**src/design/pce_pkg.sv**
```systemverilog
// Shared types and constants for the polygon column edge crossing block.
// No dependencies.
package pce_pkg;

	localparam int MAX_VERTICES = 8;
	localparam int MIN_VERTICES = 3;
	localparam int VIDX_W = 3;
	localparam int CNT_W = 4;
	localparam int COORD_W = 16;
	localparam int FRAC_BITS = 8;
	localparam int COL_W = 5;
	localparam int EXT_W = COORD_W + 1;
	localparam int PROD_W = 2 * EXT_W;

	localparam logic REQ_WRITE = 1'b0;
	localparam logic REQ_SWEEP = 1'b1;

	typedef struct packed {
		logic req_type;
		logic [VIDX_W-1:0] vertex_index;
		logic signed [COORD_W-1:0] vertex_x;
		logic signed [COORD_W-1:0] vertex_y;
		logic [COL_W-1:0] column_x;
	} pce_in_t;

	typedef struct packed {
		logic signed [COORD_W-1:0] crossing_y;
		logic none_found;
		logic is_last;
	} pce_out_t;

	typedef struct packed {
		logic signed [COORD_W-1:0] x;
		logic signed [COORD_W-1:0] y;
	} pce_vertex_t;

	typedef struct packed {
		logic clear;
		logic ins_start;
		logic rd_en;
		logic [VIDX_W-1:0] rd_addr;
	} pce_sort_ctl_t;

	typedef struct packed {
		logic ins_done;
		logic [CNT_W-1:0] count;
	} pce_sort_sts_t;

endpackage

```
**src/design/pce_vertex_mem.sv**
```systemverilog
// Vertex store: one write port, one read port with registered read data.
// Depends on pce_pkg.
module pce_vertex_mem import pce_pkg::*; (
	input logic clk,
	input logic we,
	input logic [VIDX_W-1:0] waddr,
	input pce_vertex_t wdata,
	input logic re,
	input logic [VIDX_W-1:0] raddr,
	output pce_vertex_t rdata
);

	pce_vertex_t mem_q [MAX_VERTICES];
	pce_vertex_t rdata_q;

	always_ff @(posedge clk) begin
		if (we) begin
			mem_q[waddr] <= wdata;
		end
		if (re) begin
			rdata_q <= mem_q[raddr];
		end
	end

	assign rdata = rdata_q;

endmodule

```
**src/design/pce_divider.sv**
```systemverilog
// Serial signed divider, one quotient bit per cycle, truncating toward zero.
// Depends on pce_pkg.
module pce_divider import pce_pkg::*; (
	input logic clk,
	input logic arst_n,
	input logic start,
	input logic signed [PROD_W-1:0] num,
	input logic signed [EXT_W-1:0] den,
	output logic done,
	output logic signed [EXT_W-1:0] quo
);

	localparam int MAG_W = 2 * COORD_W;
	localparam int STEP_W = $clog2(MAG_W + 1);

	logic busy_q;
	logic done_q;
	logic [STEP_W-1:0] cnt_q;
	logic [COORD_W-1:0] rem_q;
	logic [COORD_W-1:0] dmag_q;
	logic [MAG_W-1:0] quo_q;
	logic neg_q;

	logic [PROD_W-1:0] nmag;
	logic [EXT_W-1:0] dmag;
	logic [COORD_W:0] trial;
	logic fit;
	logic signed [EXT_W-1:0] qmag;

	assign nmag = num[PROD_W-1] ? PROD_W'(-num) : PROD_W'(num);
	assign dmag = den[EXT_W-1] ? EXT_W'(-den) : EXT_W'(den);
	assign trial = {rem_q, quo_q[MAG_W-1]};
	assign fit = trial >= {1'b0, dmag_q};

	always_ff @(posedge clk or negedge arst_n) begin
		if (!arst_n) begin
			busy_q <= 1'b0;
			done_q <= 1'b0;
			cnt_q <= '0;
		end else begin
			done_q <= 1'b0;
			if (start) begin
				busy_q <= 1'b1;
				cnt_q <= STEP_W'(MAG_W);
			end else if (busy_q) begin
				cnt_q <= cnt_q - STEP_W'(1);
				if (cnt_q == STEP_W'(1)) begin
					busy_q <= 1'b0;
					done_q <= 1'b1;
				end
			end
		end
	end

	always_ff @(posedge clk) begin
		if (start) begin
			quo_q <= nmag[MAG_W-1:0];
			dmag_q <= dmag[COORD_W-1:0];
			rem_q <= '0;
			neg_q <= num[PROD_W-1] ^ den[EXT_W-1];
		end else if (busy_q) begin
			rem_q <= fit ? COORD_W'(trial - {1'b0, dmag_q}) : trial[COORD_W-1:0];
			quo_q <= {quo_q[MAG_W-2:0], fit};
		end
	end

	assign qmag = signed'(quo_q[EXT_W-1:0]);
	assign quo = neg_q ? -qmag : qmag;
	assign done = done_q;

endmodule

```
**src/design/pce_sorter.sv**
```systemverilog
// Sorted crossing list: memory plus insertion sequencer that shifts from the tail.
// Depends on pce_pkg.
module pce_sorter import pce_pkg::*; (
	input logic clk,
	input logic arst_n,
	input pce_sort_ctl_t ctl,
	input logic signed [COORD_W-1:0] ins_value,
	output pce_sort_sts_t sts,
	output logic signed [COORD_W-1:0] rd_data
);

	localparam logic [1:0] SS_IDLE = 2'd0;
	localparam logic [1:0] SS_CMP = 2'd1;
	localparam logic [1:0] SS_PUT = 2'd2;

	logic signed [COORD_W-1:0] mem_q [MAX_VERTICES];
	logic signed [COORD_W-1:0] rd_q;
	logic [1:0] st_q;
	logic [1:0] st_d;
	logic [CNT_W-1:0] k_q;
	logic [CNT_W-1:0] k_d;
	logic [CNT_W-1:0] cnt_q;
	logic [CNT_W-1:0] cnt_d;
	logic signed [COORD_W-1:0] val_q;
	logic done_d;
	logic done_q;

	logic re;
	logic [VIDX_W-1:0] ra;
	logic we;
	logic [VIDX_W-1:0] wa;
	logic signed [COORD_W-1:0] wd;
	logic [CNT_W-1:0] cnt_m1;
	logic [CNT_W-1:0] k_m2;

	assign cnt_m1 = cnt_q - CNT_W'(1);
	assign k_m2 = k_q - CNT_W'(2);

	always_comb begin
		st_d = st_q;
		k_d = k_q;
		cnt_d = cnt_q;
		done_d = 1'b0;
		re = 1'b0;
		ra = ctl.rd_addr;
		we = 1'b0;
		wa = '0;
		wd = val_q;
		case (st_q)
			SS_IDLE: begin
				if (ctl.clear) begin
					cnt_d = '0;
				end else if (ctl.ins_start) begin
					if (cnt_q == '0) begin
						we = 1'b1;
						wd = ins_value;
						cnt_d = CNT_W'(1);
						done_d = 1'b1;
					end else begin
						re = 1'b1;
						ra = cnt_m1[VIDX_W-1:0];
						k_d = cnt_q;
						st_d = SS_CMP;
					end
				end else if (ctl.rd_en) begin
					re = 1'b1;
				end
			end
			SS_CMP: begin
				we = 1'b1;
				wa = k_q[VIDX_W-1:0];
				if (rd_q >= val_q) begin
					wd = rd_q;
					k_d = k_q - CNT_W'(1);
					if (k_q == CNT_W'(1)) begin
						st_d = SS_PUT;
					end else begin
						re = 1'b1;
						ra = k_m2[VIDX_W-1:0];
					end
				end else begin
					cnt_d = cnt_q + CNT_W'(1);
					done_d = 1'b1;
					st_d = SS_IDLE;
				end
			end
			SS_PUT: begin
				we = 1'b1;
				cnt_d = cnt_q + CNT_W'(1);
				done_d = 1'b1;
				st_d = SS_IDLE;
			end
			default: begin
				st_d = SS_IDLE;
			end
		endcase
	end

	always_ff @(posedge clk or negedge arst_n) begin
		if (!arst_n) begin
			st_q <= SS_IDLE;
			cnt_q <= '0;
			k_q <= '0;
			done_q <= 1'b0;
		end else begin
			st_q <= st_d;
			cnt_q <= cnt_d;
			k_q <= k_d;
			done_q <= done_d;
		end
	end

	always_ff @(posedge clk) begin
		if (ctl.ins_start && st_q == SS_IDLE) begin
			val_q <= ins_value;
		end
		if (we) begin
			mem_q[wa] <= wd;
		end
		if (re) begin
			rd_q <= mem_q[ra];
		end
	end

	assign sts.ins_done = done_q;
	assign sts.count = cnt_q;
	assign rd_data = rd_q;

endmodule

```
**src/design/polygon_column_edge_crossings.sv**
```systemverilog
// Polygon column edge crossings: top level with sweep sequencer and output register.
// Depends on pce_pkg, pce_vertex_mem, pce_divider and pce_sorter.
//
// Input channel (in_valid/in_ready/in_data) carries one request per transfer.
// A vertex write (req_type 0) fills one vertex slot and leaves in_ready high.
// A sweep (req_type 1) walks every polygon edge for the named column and
// returns the crossings in ascending y, the last flagged is_last; with no
// crossing it returns one result flagged none_found and is_last.
// The serial divide for each crossing edge dominates the time a sweep takes.
// One request is worked on at a time; in_ready is high only between sweeps.
// The output register holds a result until out_ready; the sequencer stalls
// on it, and the next request is taken while the last result still waits.
// cfg_wr_en/cfg_wr_data set vertex_count (clamped to 3..8); the user must
// write it only when idle, and the block itself does not enforce this.
// Reset clears control state and sets vertex_count to 3; vertex slots are
// undefined until written.
module polygon_column_edge_crossings import pce_pkg::*; (
	input logic clk,
	input logic arst_n,
	input logic cfg_wr_en,
	input logic [CNT_W-1:0] cfg_wr_data,
	input logic in_valid,
	output logic in_ready,
	input pce_in_t in_data,
	output logic out_valid,
	input logic out_ready,
	output pce_out_t out_data
);

	localparam logic [3:0] S_IDLE = 4'd0;
	localparam logic [3:0] S_LOADJ = 4'd1;
	localparam logic [3:0] S_RD = 4'd2;
	localparam logic [3:0] S_EDGE = 4'd3;
	localparam logic [3:0] S_MUL = 4'd4;
	localparam logic [3:0] S_DIV_GO = 4'd5;
	localparam logic [3:0] S_DIV_WAIT = 4'd6;
	localparam logic [3:0] S_INS_GO = 4'd7;
	localparam logic [3:0] S_INS_WAIT = 4'd8;
	localparam logic [3:0] S_ADV = 4'd9;
	localparam logic [3:0] S_EMIT = 4'd10;
	localparam logic [3:0] S_ENONE = 4'd11;
	localparam logic [3:0] S_ERD = 4'd12;
	localparam logic [3:0] S_EWAIT = 4'd13;

	logic [3:0] st_q;
	logic [3:0] st_d;
	logic [CNT_W-1:0] vcount_q;
	logic [CNT_W-1:0] n_q;
	logic [CNT_W-1:0] n_use;
	logic [VIDX_W-1:0] i_q;
	logic [VIDX_W-1:0] i_d;
	logic [CNT_W-1:0] k_q;
	logic [CNT_W-1:0] k_d;
	logic signed [EXT_W-1:0] xc_q;
	pce_vertex_t prev_q;
	logic signed [EXT_W-1:0] dx_q;
	logic signed [EXT_W-1:0] dy_q;
	logic signed [EXT_W-1:0] den_q;
	logic signed [EXT_W-1:0] yi_q;
	logic signed [PROD_W-1:0] prod_q;
	logic signed [COORD_W-1:0] cross_q;
	logic out_valid_q;
	pce_out_t out_q;

	logic in_xfer;
	logic slot_free;
	logic load_out;
	pce_out_t load_val;
	logic [CNT_W-1:0] n_m1;
	logic [CNT_W-1:0] cnt_m1;

	logic vm_we;
	logic vm_re;
	logic [VIDX_W-1:0] vm_raddr;
	pce_vertex_t vm_wdata;
	pce_vertex_t vm_rdata;

	logic div_start;
	logic div_done;
	logic signed [EXT_W-1:0] div_quo;

	pce_sort_ctl_t sort_ctl;
	pce_sort_sts_t sort_sts;
	logic signed [COORD_W-1:0] sort_rd;

	logic signed [EXT_W-1:0] xi;
	logic signed [EXT_W-1:0] yi;
	logic signed [EXT_W-1:0] xj;
	logic signed [EXT_W-1:0] yj;
	logic in_span;
	logic signed [EXT_W-1:0] y_sum;

	assign in_ready = (st_q == S_IDLE);
	assign in_xfer = in_valid && in_ready;
	assign slot_free = !out_valid_q || out_ready;

	assign n_use = (vcount_q < CNT_W'(MIN_VERTICES)) ? CNT_W'(MIN_VERTICES) :
		(vcount_q > CNT_W'(MAX_VERTICES)) ? CNT_W'(MAX_VERTICES) : vcount_q;
	assign n_m1 = n_q - CNT_W'(1);
	assign cnt_m1 = sort_sts.count - CNT_W'(1);

	assign xi = EXT_W'(vm_rdata.x);
	assign yi = EXT_W'(vm_rdata.y);
	assign xj = EXT_W'(prev_q.x);
	assign yj = EXT_W'(prev_q.y);
	assign in_span = (xi != xj) &&
		((xi <= xc_q && xc_q <= xj) || (xj <= xc_q && xc_q <= xi));
	assign y_sum = yi_q + div_quo;

	assign vm_wdata.x = in_data.vertex_x;
	assign vm_wdata.y = in_data.vertex_y;
	assign vm_we = in_xfer && in_data.req_type == REQ_WRITE;

	always_comb begin
		st_d = st_q;
		i_d = i_q;
		k_d = k_q;
		vm_re = 1'b0;
		vm_raddr = i_q;
		div_start = 1'b0;
		sort_ctl = '0;
		sort_ctl.rd_addr = k_q[VIDX_W-1:0];
		load_out = 1'b0;
		load_val.crossing_y = sort_rd;
		load_val.none_found = 1'b0;
		load_val.is_last = (k_q == cnt_m1);
		case (st_q)
			S_IDLE: begin
				if (in_xfer && in_data.req_type == REQ_SWEEP) begin
					vm_re = 1'b1;
					vm_raddr = VIDX_W'(n_use - CNT_W'(1));
					sort_ctl.clear = 1'b1;
					st_d = S_LOADJ;
				end
			end
			S_LOADJ: begin
				i_d = '0;
				st_d = S_RD;
			end
			S_RD: begin
				vm_re = 1'b1;
				st_d = S_EDGE;
			end
			S_EDGE: begin
				st_d = in_span ? S_MUL : S_ADV;
			end
			S_MUL: begin
				st_d = S_DIV_GO;
			end
			S_DIV_GO: begin
				div_start = 1'b1;
				st_d = S_DIV_WAIT;
			end
			S_DIV_WAIT: begin
				if (div_done) begin
					st_d = S_INS_GO;
				end
			end
			S_INS_GO: begin
				sort_ctl.ins_start = 1'b1;
				st_d = S_INS_WAIT;
			end
			S_INS_WAIT: begin
				if (sort_sts.ins_done) begin
					st_d = S_ADV;
				end
			end
			S_ADV: begin
				if ({1'b0, i_q} == n_m1) begin
					st_d = S_EMIT;
				end else begin
					i_d = i_q + VIDX_W'(1);
					st_d = S_RD;
				end
			end
			S_EMIT: begin
				k_d = '0;
				st_d = (sort_sts.count == '0) ? S_ENONE : S_ERD;
			end
			S_ENONE: begin
				load_val.crossing_y = '0;
				load_val.none_found = 1'b1;
				load_val.is_last = 1'b1;
				if (slot_free) begin
					load_out = 1'b1;
					st_d = S_IDLE;
				end
			end
			S_ERD: begin
				sort_ctl.rd_en = 1'b1;
				st_d = S_EWAIT;
			end
			S_EWAIT: begin
				if (slot_free) begin
					load_out = 1'b1;
					if (k_q == cnt_m1) begin
						st_d = S_IDLE;
					end else begin
						k_d = k_q + CNT_W'(1);
						st_d = S_ERD;
					end
				end
			end
			default: begin
				st_d = S_IDLE;
			end
		endcase
	end

	always_ff @(posedge clk or negedge arst_n) begin
		if (!arst_n) begin
			st_q <= S_IDLE;
			vcount_q <= CNT_W'(MIN_VERTICES);
			i_q <= '0;
			k_q <= '0;
			out_valid_q <= 1'b0;
		end else begin
			st_q <= st_d;
			i_q <= i_d;
			k_q <= k_d;
			if (cfg_wr_en) begin
				vcount_q <= cfg_wr_data;
			end
			if (load_out) begin
				out_valid_q <= 1'b1;
			end else if (out_ready) begin
				out_valid_q <= 1'b0;
			end
		end
	end

	always_ff @(posedge clk) begin
		if (in_xfer && in_data.req_type == REQ_SWEEP) begin
			xc_q <= EXT_W'(in_data.column_x) << FRAC_BITS;
			n_q <= n_use;
		end
		if (st_q == S_LOADJ || st_q == S_EDGE) begin
			prev_q <= vm_rdata;
		end
		if (st_q == S_EDGE) begin
			dx_q <= xc_q - xi;
			dy_q <= yj - yi;
			den_q <= xj - xi;
			yi_q <= yi;
		end
		if (st_q == S_MUL) begin
			prod_q <= PROD_W'(dx_q) * PROD_W'(dy_q);
		end
		if (st_q == S_DIV_WAIT && div_done) begin
			cross_q <= y_sum[COORD_W-1:0];
		end
		if (load_out) begin
			out_q <= load_val;
		end
	end

	pce_vertex_mem u_vmem (
		.clk(clk),
		.we(vm_we),
		.waddr(in_data.vertex_index),
		.wdata(vm_wdata),
		.re(vm_re),
		.raddr(vm_raddr),
		.rdata(vm_rdata)
	);

	pce_divider u_div (
		.clk(clk),
		.arst_n(arst_n),
		.start(div_start),
		.num(prod_q),
		.den(den_q),
		.done(div_done),
		.quo(div_quo)
	);

	pce_sorter u_sort (
		.clk(clk),
		.arst_n(arst_n),
		.ctl(sort_ctl),
		.ins_value(cross_q),
		.sts(sort_sts),
		.rd_data(sort_rd)
	);

	assign out_valid = out_valid_q;
	assign out_data = out_q;

endmodule

```
**config.mk**
```make
export PLATFORM = sky130hd
export DESIGN_NAME = polygon_column_edge_crossings
export DESIGN_NICKNAME = d
export VERILOG_FILES = /design/src/design/pce_pkg.sv /design/src/design/pce_vertex_mem.sv /design/src/design/pce_divider.sv /design/src/design/pce_sorter.sv /design/src/design/polygon_column_edge_crossings.sv
export SDC_FILE = /design/constraint.sdc
export NUM_CORES = 2
export LEC_CHECK = 0
export BUFFER_PORTS_ARGS = -buffer_cell sky130_fd_sc_hd__buf_2
export CORE_UTILIZATION = 50
export DETAILED_ROUTE_END_ITERATION = 8
export GPL_TIMING_DRIVEN = 0
export HOLD_SLACK_MARGIN = 0.06
export PLACE_DENSITY = 0.77
export RECOVER_POWER = 100
export SLEW_MARGIN = 20
export SYNTH_ARGS = -nofsm -noshare
export SYNTH_HDL_FRONTEND = slang
export SYNTH_SLANG_ARGS = --single-unit
```
**constraint.sdc**
```tcl
create_clock -name clk -period 7.3 [get_ports clk]
set_clock_uncertainty 0.15 [all_clocks]
set_input_delay 0.73 -clock clk [delete_from_list [all_inputs] [get_ports clk]]
set_output_delay 0.73 -clock clk [all_outputs]
set_load 0.1 [all_outputs]
```
Word level (Yosys, flattened, before mapping)
Memory sizes are Yosys's and may differ from the RTL's. A register that Yosys moved wholly into a read port is not among the register bits.
Index checks and enable logic that the tools add are counted.
W data, S select, Z words.
{"block": "word_totals", "mem_bits_rw": 384, "output_inout_bits": 20, "word_cells": 213, "n_memories": 2, "regBits": 292, "in_bits": 50}
{"block": "classes", "order_cmp": 8, "bitwise": 2, "mul": 1, "reduce_logical": 29, "n_eq_ne": 35, "add_sub_neg": 17, "mux": 89}
{"memory": "u_vmem.mem_q", "depth": 8, "word_bits": 32, "rd": 1, "rd_ports_with_merged_regs": 1, "wr": 1, "line": "pce_vertex_mem.sv:13", "text": "pce_vertex_t mem_q [MAX_VERTICES];"}
{"memory": "u_sort.mem_q", "depth": 8, "word_bits": 16, "rd": 1, "rd_ports_with_merged_regs": 1, "wr": 1, "line": "pce_sorter.sv:16", "text": "logic signed [COORD_W-1:0] mem_q [MAX_VERTICES];"}
{"op": "$mux W16", "count": 7}
{"op": "$mux W32", "count": 3}
{"op": "$mux W4", "count": 20}
{"op": "$pmux W4 S14", "count": 1}
{"op": "$mul A17 B17 Y34", "count": 1}
{"op": "$sub A16 B16 Y17", "count": 2}
{"op": "$le A14 B16 Y1", "count": 2}
{"op": "$le A16 B14 Y1", "count": 2}
{"op": "$neg A16 Y16", "count": 2}
{"op": "$neg A32 Y32", "count": 1}
{"op": "$pmux W16 S2", "count": 1}
{"op": "$mux W3", "count": 10}
{"op": "$mux W1", "count": 29}
{"op": "$eq A4 B4 Y1 const B", "count": 6}
{"op": "$ge A17 B16 Y1", "count": 1}
{"op": "$sub A14 B16 Y17", "count": 1}
{"op": "$add A16 B16 Y16", "count": 1}
{"op": "$eq A4 B3 Y1 const B", "count": 4}
{"op": "$ge A16 B16 Y1", "count": 1}
{"op": "$ne A16 B16 Y1", "count": 1}
{"op": "$pmux W4 S2", "count": 2}
{"op": "$sub A16 B16 Y16", "count": 1}
{"op": "$ne A2 B2 Y1 const B", "count": 7}
{"op": "$mux W2", "count": 6}
{"op": "38 further kinds", "count": 69}

Logic depth before layout (Yosys ltp)
{"block": "logic_depth", "word_depth": 9, "mapped_depth": 24, "depth_no_buf": 23}

Hierarchy
Synthesis repeated with hierarchy kept, for this count alone.
{"block": "hier_totals", "hier_cells": 3441, "hier_area_um2": 43785.7}
{"mod": "polygon_column_edge_crossings", "area_per_inst_um2": 20308.2, "cells_per_inst": 1957, "seq_area_each_um2": 5688.0, "instances": 1}
{"mod": "pce_vertex_mem", "area_per_inst_um2": 10786.6, "cells_per_inst": 415, "seq_area_each_um2": 8648.3, "instances": 1}
{"mod": "pce_sorter", "area_per_inst_um2": 7702.4, "cells_per_inst": 524, "seq_area_each_um2": 5079.9, "instances": 1}
{"mod": "pce_divider", "area_per_inst_um2": 4988.5, "cells_per_inst": 545, "seq_area_each_um2": 1991.9, "instances": 1}

Worst setup path before layout
OpenSTA, ideal clock, no wires.
{"block": "synth_path", "path_type": "register to register", "start": "reg dy_q[7]", "end": "reg prod_q[33] (data pin)", "period_less_slack_ns": 6.464, "arrival_ns": 6.054, "n_path_buf": 1, "slack_ns": 0.836, "setup_ns": 0.260, "path_stages_with_launch": 21, "required_time_ns": 6.890, "path_cell_list": "edfxtp_1 > clkbuf_1 > and2_1 > fa_1 > inv_1 > fa_1 > fa_1 > fa_1 > inv_1 > fa_1 > inv_1 > fa_1 > inv_1 > ha_1 > a2111oi_1 > a2111oi_2 > o41ai_4 > o311ai_1 > a31o_1 > a21oi_1 > xnor2_1"}
{"block": "synth_via", "elab_chain_len": 1}
{"element": "from (decl)", "line": "polygon_column_edge_crossings.sv:57", "text": "logic signed [EXT_W-1:0] dy_q;"}
{"element": "from (signal assigned)", "line": "polygon_column_edge_crossings.sv:242", "text": "dy_q <= yj - yi;"}
{"element": "$mul A17 B17 Y34", "line": "polygon_column_edge_crossings.sv:247", "text": "prod_q <= PROD_W'(dx_q) * PROD_W'(dy_q);"}
{"element": "to (signal assigned)", "line": "polygon_column_edge_crossings.sv:247"}
{"element": "to (decl)", "line": "polygon_column_edge_crossings.sv:60", "text": "logic signed [PROD_W-1:0] prod_q;"}
Every way passes these cells.
A chain may end at the register's enable or synchronous reset.

Final worst setup path
{"block": "layout_path", "start": "reg dx_q[12]", "end": "reg prod_q[33] (data pin)"}
{"block": "layout_via", "elab_chain_len": 1}
{"element": "from (decl)", "line": "polygon_column_edge_crossings.sv:56", "text": "logic signed [EXT_W-1:0] dx_q;"}
{"element": "from (signal assigned)", "line": "polygon_column_edge_crossings.sv:241", "text": "dx_q <= xc_q - xi;"}
{"element": "$mul A17 B17 Y34", "line": "polygon_column_edge_crossings.sv:247"}
Every way passes these cells.

==> impl_metrics.json <==
{
  "status": "finished with violations",
  "violations": "max-capacitance violations, max-slew violations",
  "cts-root-buf": "clkbuf_16",
  "numCtsBuffers": 73,
  "viasPerCell": 5.62,
  "max_stage_delay_ns": 0.59,
  "synth_edf_count": 672,
  "routed_wirelength_um": 100000,
  "grt_pass1_wl_um": 155000,
  "route.antenna.remaining_nets": 0,
  "r2r-end": "prod_q[33]$_DFFE_PP_",
  "post_drt_wl_per_cell_um": 20.7,
  "whs_path_depth": 1,
  "drc": 0,
  "clock_latency_ns": 0.66,
  "crit_chain": "clkbuf_2 > nand2_1 > fa_1 > inv_1 > fa_1 > fa_1 > fa_1 > fa_1 > inv_1 > fa_1 > inv_1 > ha_1 > nand3_1 > a2111oi_4 > o41ai_4 > buf_4 > o311ai_2 > a31o_1 > a21oi_2 > xnor2_2",
  "slew_headroom_pct": -38.0,
  "ys_seq_elements": 723,
  "die_w_um": 296,
  "hpwl_um": 72100,
  "globalRouteMet2Util_pct": 40.3,
  "slew_violations": 146,
  "grt_max_degree": 36,
  "cts_sinks": 723,
  "place_inst": 4659,
  "setup_violations": 0,
  "fin_tns_setup_ns": 0,
  "endpoint_kind": "flop",
  "grtUsageMet1_pct": 28.9,
  "coreArea_um2": 85400,
  "synthAdderAreaFrac_pct": 19.5,
  "hold_path_class": "input pin to flop",
  "row_count": 107,
  "seqCellArea_um2": 21400,
  "met3_usage_pct": 3.90,
  "grt_pass1_vias": 27800,
  "dpl_cell_area_um2": 45700,
  "grt.busiest_layer": "met2",
  "clk_pin_slew_ns": 0.06,
  "first_pass_iters": 7,
  "io_pins": 70,
  "layout-drive-gt1-share_pct": 9.33,
  "worstMarginPinSlew_ns": 2.07,
  "critical_path_class": "flop to flop",
  "synth-simple-area-share_pct": 9.11,
  "antenna_found_initial": 4,
  "track_usage_pct": 23.2,
  "route.vias.total": 27200,
  "arrival_ns": 7.35,
  "async_reset_ff_share_pct": 4.84,
  "yosysSeqAreaShare_pct": 49.4,
  "synth_top_family_by_area": "adder cells",
  "pre_cts_ws_ns": -0.652,
  "setup_ws_ns": 0.238,
  "reg2reg_from": "dx_q[12]$_DFFE_PN_",
  "synth_cells": 3401,
  "cts_buffer_depth": 3,
  "layout.cells.non_filler": 4843,
  "min_period_over_period_pct": 96.7,
  "synth_top_cell_area_share_pct": 46.6,
  "holdPathEnd": "xc_q[11]$_DFFE_PP_",
  "synthMuxAreaShare_pct": 5.89,
  "min_from": "in_data[3]",
  "crit_fanout": 10,
  "synth_xor_area_share_pct": 3.46,
  "drtIter0Drc": 2253,
  "synth_cell_types": 95,
  "cpMostUsedCell": "fa_1",
  "avgSynthCellArea_um2": 12.7,
  "fin_crit_ns": 7.06,
  "ys.flop_type": "edfxtp_1",
  "multi_input_area_um2": 19500,
  "slowest_stage": "fa_1",
  "fp.dieH_um": 296,
  "fmax_mhz": 142,
  "overflow": 0,
  "synth_area_um2": 43300,
  "fillers": 6890,
  "max-cap-violations": 8,
  "syn_nets": 3945,
  "dieArea_um2": 87700,
  "cp_data_required_time_ns": 7.59,
  "reg2reg_slack_ns": 0.24,
  "synth_compound_area_share_pct": 7.25,
  "reg2regPathDepth": 20,
  "cp-start-kind": "flop",
  "cts_tree": "yes",
  "synthTopCellsByArea": "edfxtp_1, fa_1, ha_1",
  "hold_viol": 0,
  "yosysTopAreaCell": "edfxtp_1",
  "initial_core_util_pct": 50.7,
  "htree_levels": 3,
  "fin_nets": 4183,
  "place_congestion": 0.930,
  "syn_to_final_growth_pct": 11.0,
  "yosysWarnings": 0,
  "finalInstanceArea_um2": 48000,
  "io_buffer_count": 69
}
## critical path, delay by kind of cell (launching register included)
kind            cells  cell delay, ns
flops               1            0.54
simple gates        2            0.37
compound gates      5            1.29
buf+inv             5            0.68
fa+ha+maj           7            3.53
xor+xnor            1            0.26
## state kept, by name, indices dropped and copies added (netlist names), 17 cells and up
name and flops:
prod_q 33, u_sort.mem_q 128, dx_q 17, prev_q 32, u_vmem.mem_q 256, dy_q 17, u_div.quo_q 32, out_data 18
u_vmem.rdata 32, den_q 17
## layout make-up
| cell class | count | share of cell area, % |
|---|---|---|
| Inverter | 481 | 3.76 |
| Tap cell | 1144 | 2.98 |
| Multi-Input combinational cell | 2085 | 40.7 |
| Sequential cell | 723 | 44.5 |
| Antenna cell | 2 | 0.0104 |
| Timing Repair Buffer | 166 | 1.75 |
| Buffer | 109 | 1.11 |
| Clock buffer | 87 | 3.91 |
| Clock inverter | 46 | 1.32 |
## through the flow
step	hold slack, ns	util, %
floorplan	0.276	-
global placement	0.281	52.8
finish	0.117	56.3
detailed placement	0.285	53.5
CTS	0.0899	56.6
global route	0.0914	56.2
## worst max-delay path by stage
stage                        startpoint                    to  slack [ns]  cells after the start
CTS                  dx_q[15]$_DFFE_PN_  prod_q[33]$_DFFE_PP_       0.001                     22
global route          dy_q[8]$_DFFE_PN_  prod_q[33]$_DFFE_PP_      -0.005                     22
floorplan             dy_q[7]$_DFFE_PN_  prod_q[33]$_DFFE_PP_        0.84                     20
detailed placement    dy_q[9]$_DFFE_PN_  prod_q[33]$_DFFE_PP_       -0.65                     23
global placement    st_q[2]$_DFFE_PN0P_   st_q[3]$_DFFE_PN0P_       -1.14                      4
finish               dx_q[12]$_DFFE_PN_  prod_q[33]$_DFFE_PP_        0.24                     20
## timing repair
| item | CTS | global route |
|---|---|---|
| hold endpoints to repair | 33 | 0 |
| hold buffers | 1 | 0 |
| setup buffers | 6 | 45 |
| setup endpoints to repair | 5 | 4 |
| gates resized for setup | 34 | 33 |
| gates cloned | 0 | 0 |
| pin swaps | 1 | 2 |
## layout by cell type (no fill, tap or decap), types with 11 or more instances in the layout
cell / netlist / layout
clkinv_1: 0 / 13
nand3_1: 29 / 30
a21o_1: 22 / 22
nand2b_1: 28 / 28
xor2_1: 64 / 64
ha_1: 194 / 194
clkbuf_1: 78 / 173
and2_0: 0 / 19
mux2i_1: 69 / 69
o41ai_1: 11 / 11
buf_4: 10 / 61
o21ai_0: 112 / 116
or3_1: 14 / 14
inv_1: 481 / 480
mux2_2: 37 / 19
nor2_1: 142 / 142
nand2_1: 261 / 261
xnor2_1: 107 / 106
fa_1: 300 / 299
buf_2: 15 / 30
edfxtp_1: 672 / 672
o31ai_1: 25 / 25
clkbuf_16: 0 / 73
o21bai_1: 12 / 12
nor3_1: 42 / 43
o21a_1: 12 / 12
and2_1: 167 / 148
a222oi_1: 16 / 16
and3_1: 15 / 15
mux4_2: 64 / 64
clkbuf_2: 0 / 15
nand4_1: 12 / 13
nor2b_1: 28 / 28
dfxtp_1: 16 / 16
dfrtp_1: 33 / 33
a22o_1: 33 / 33
nor4_1: 12 / 14
mux2_1: 0 / 18
a21oi_1: 104 / 105
## Yosys cell counts (69+ instances only)
library cell	n
a21oi_1	104
and2_1	167
clkbuf_1	78
edfxtp_1	672
fa_1	300
ha_1	194
inv_1	481
mux2i_1	69
nand2_1	261
nor2_1	142
o21ai_0	112
xnor2_1	107
## layer usage
metal  routed length (um)  vias to the layer above
li1                     -                    12300
met1                39600                    13700
met2                50500                      994
met3                 6690                      234
met4                 3480                        4
met5                   24                        -
## cells by family after synthesis
logic type,count (synthesis)
and+or+nand+nor,792
adders and majority gates,494
muxes,170
xor gates and xnor gates,171
buffers and inverters,593
AOI/OAI and AO/OA,458
DFF,723
Power is left out: the tool's default activity adds up to more than one toggle a clock period on the data nets, which glitch-free logic cannot reach.
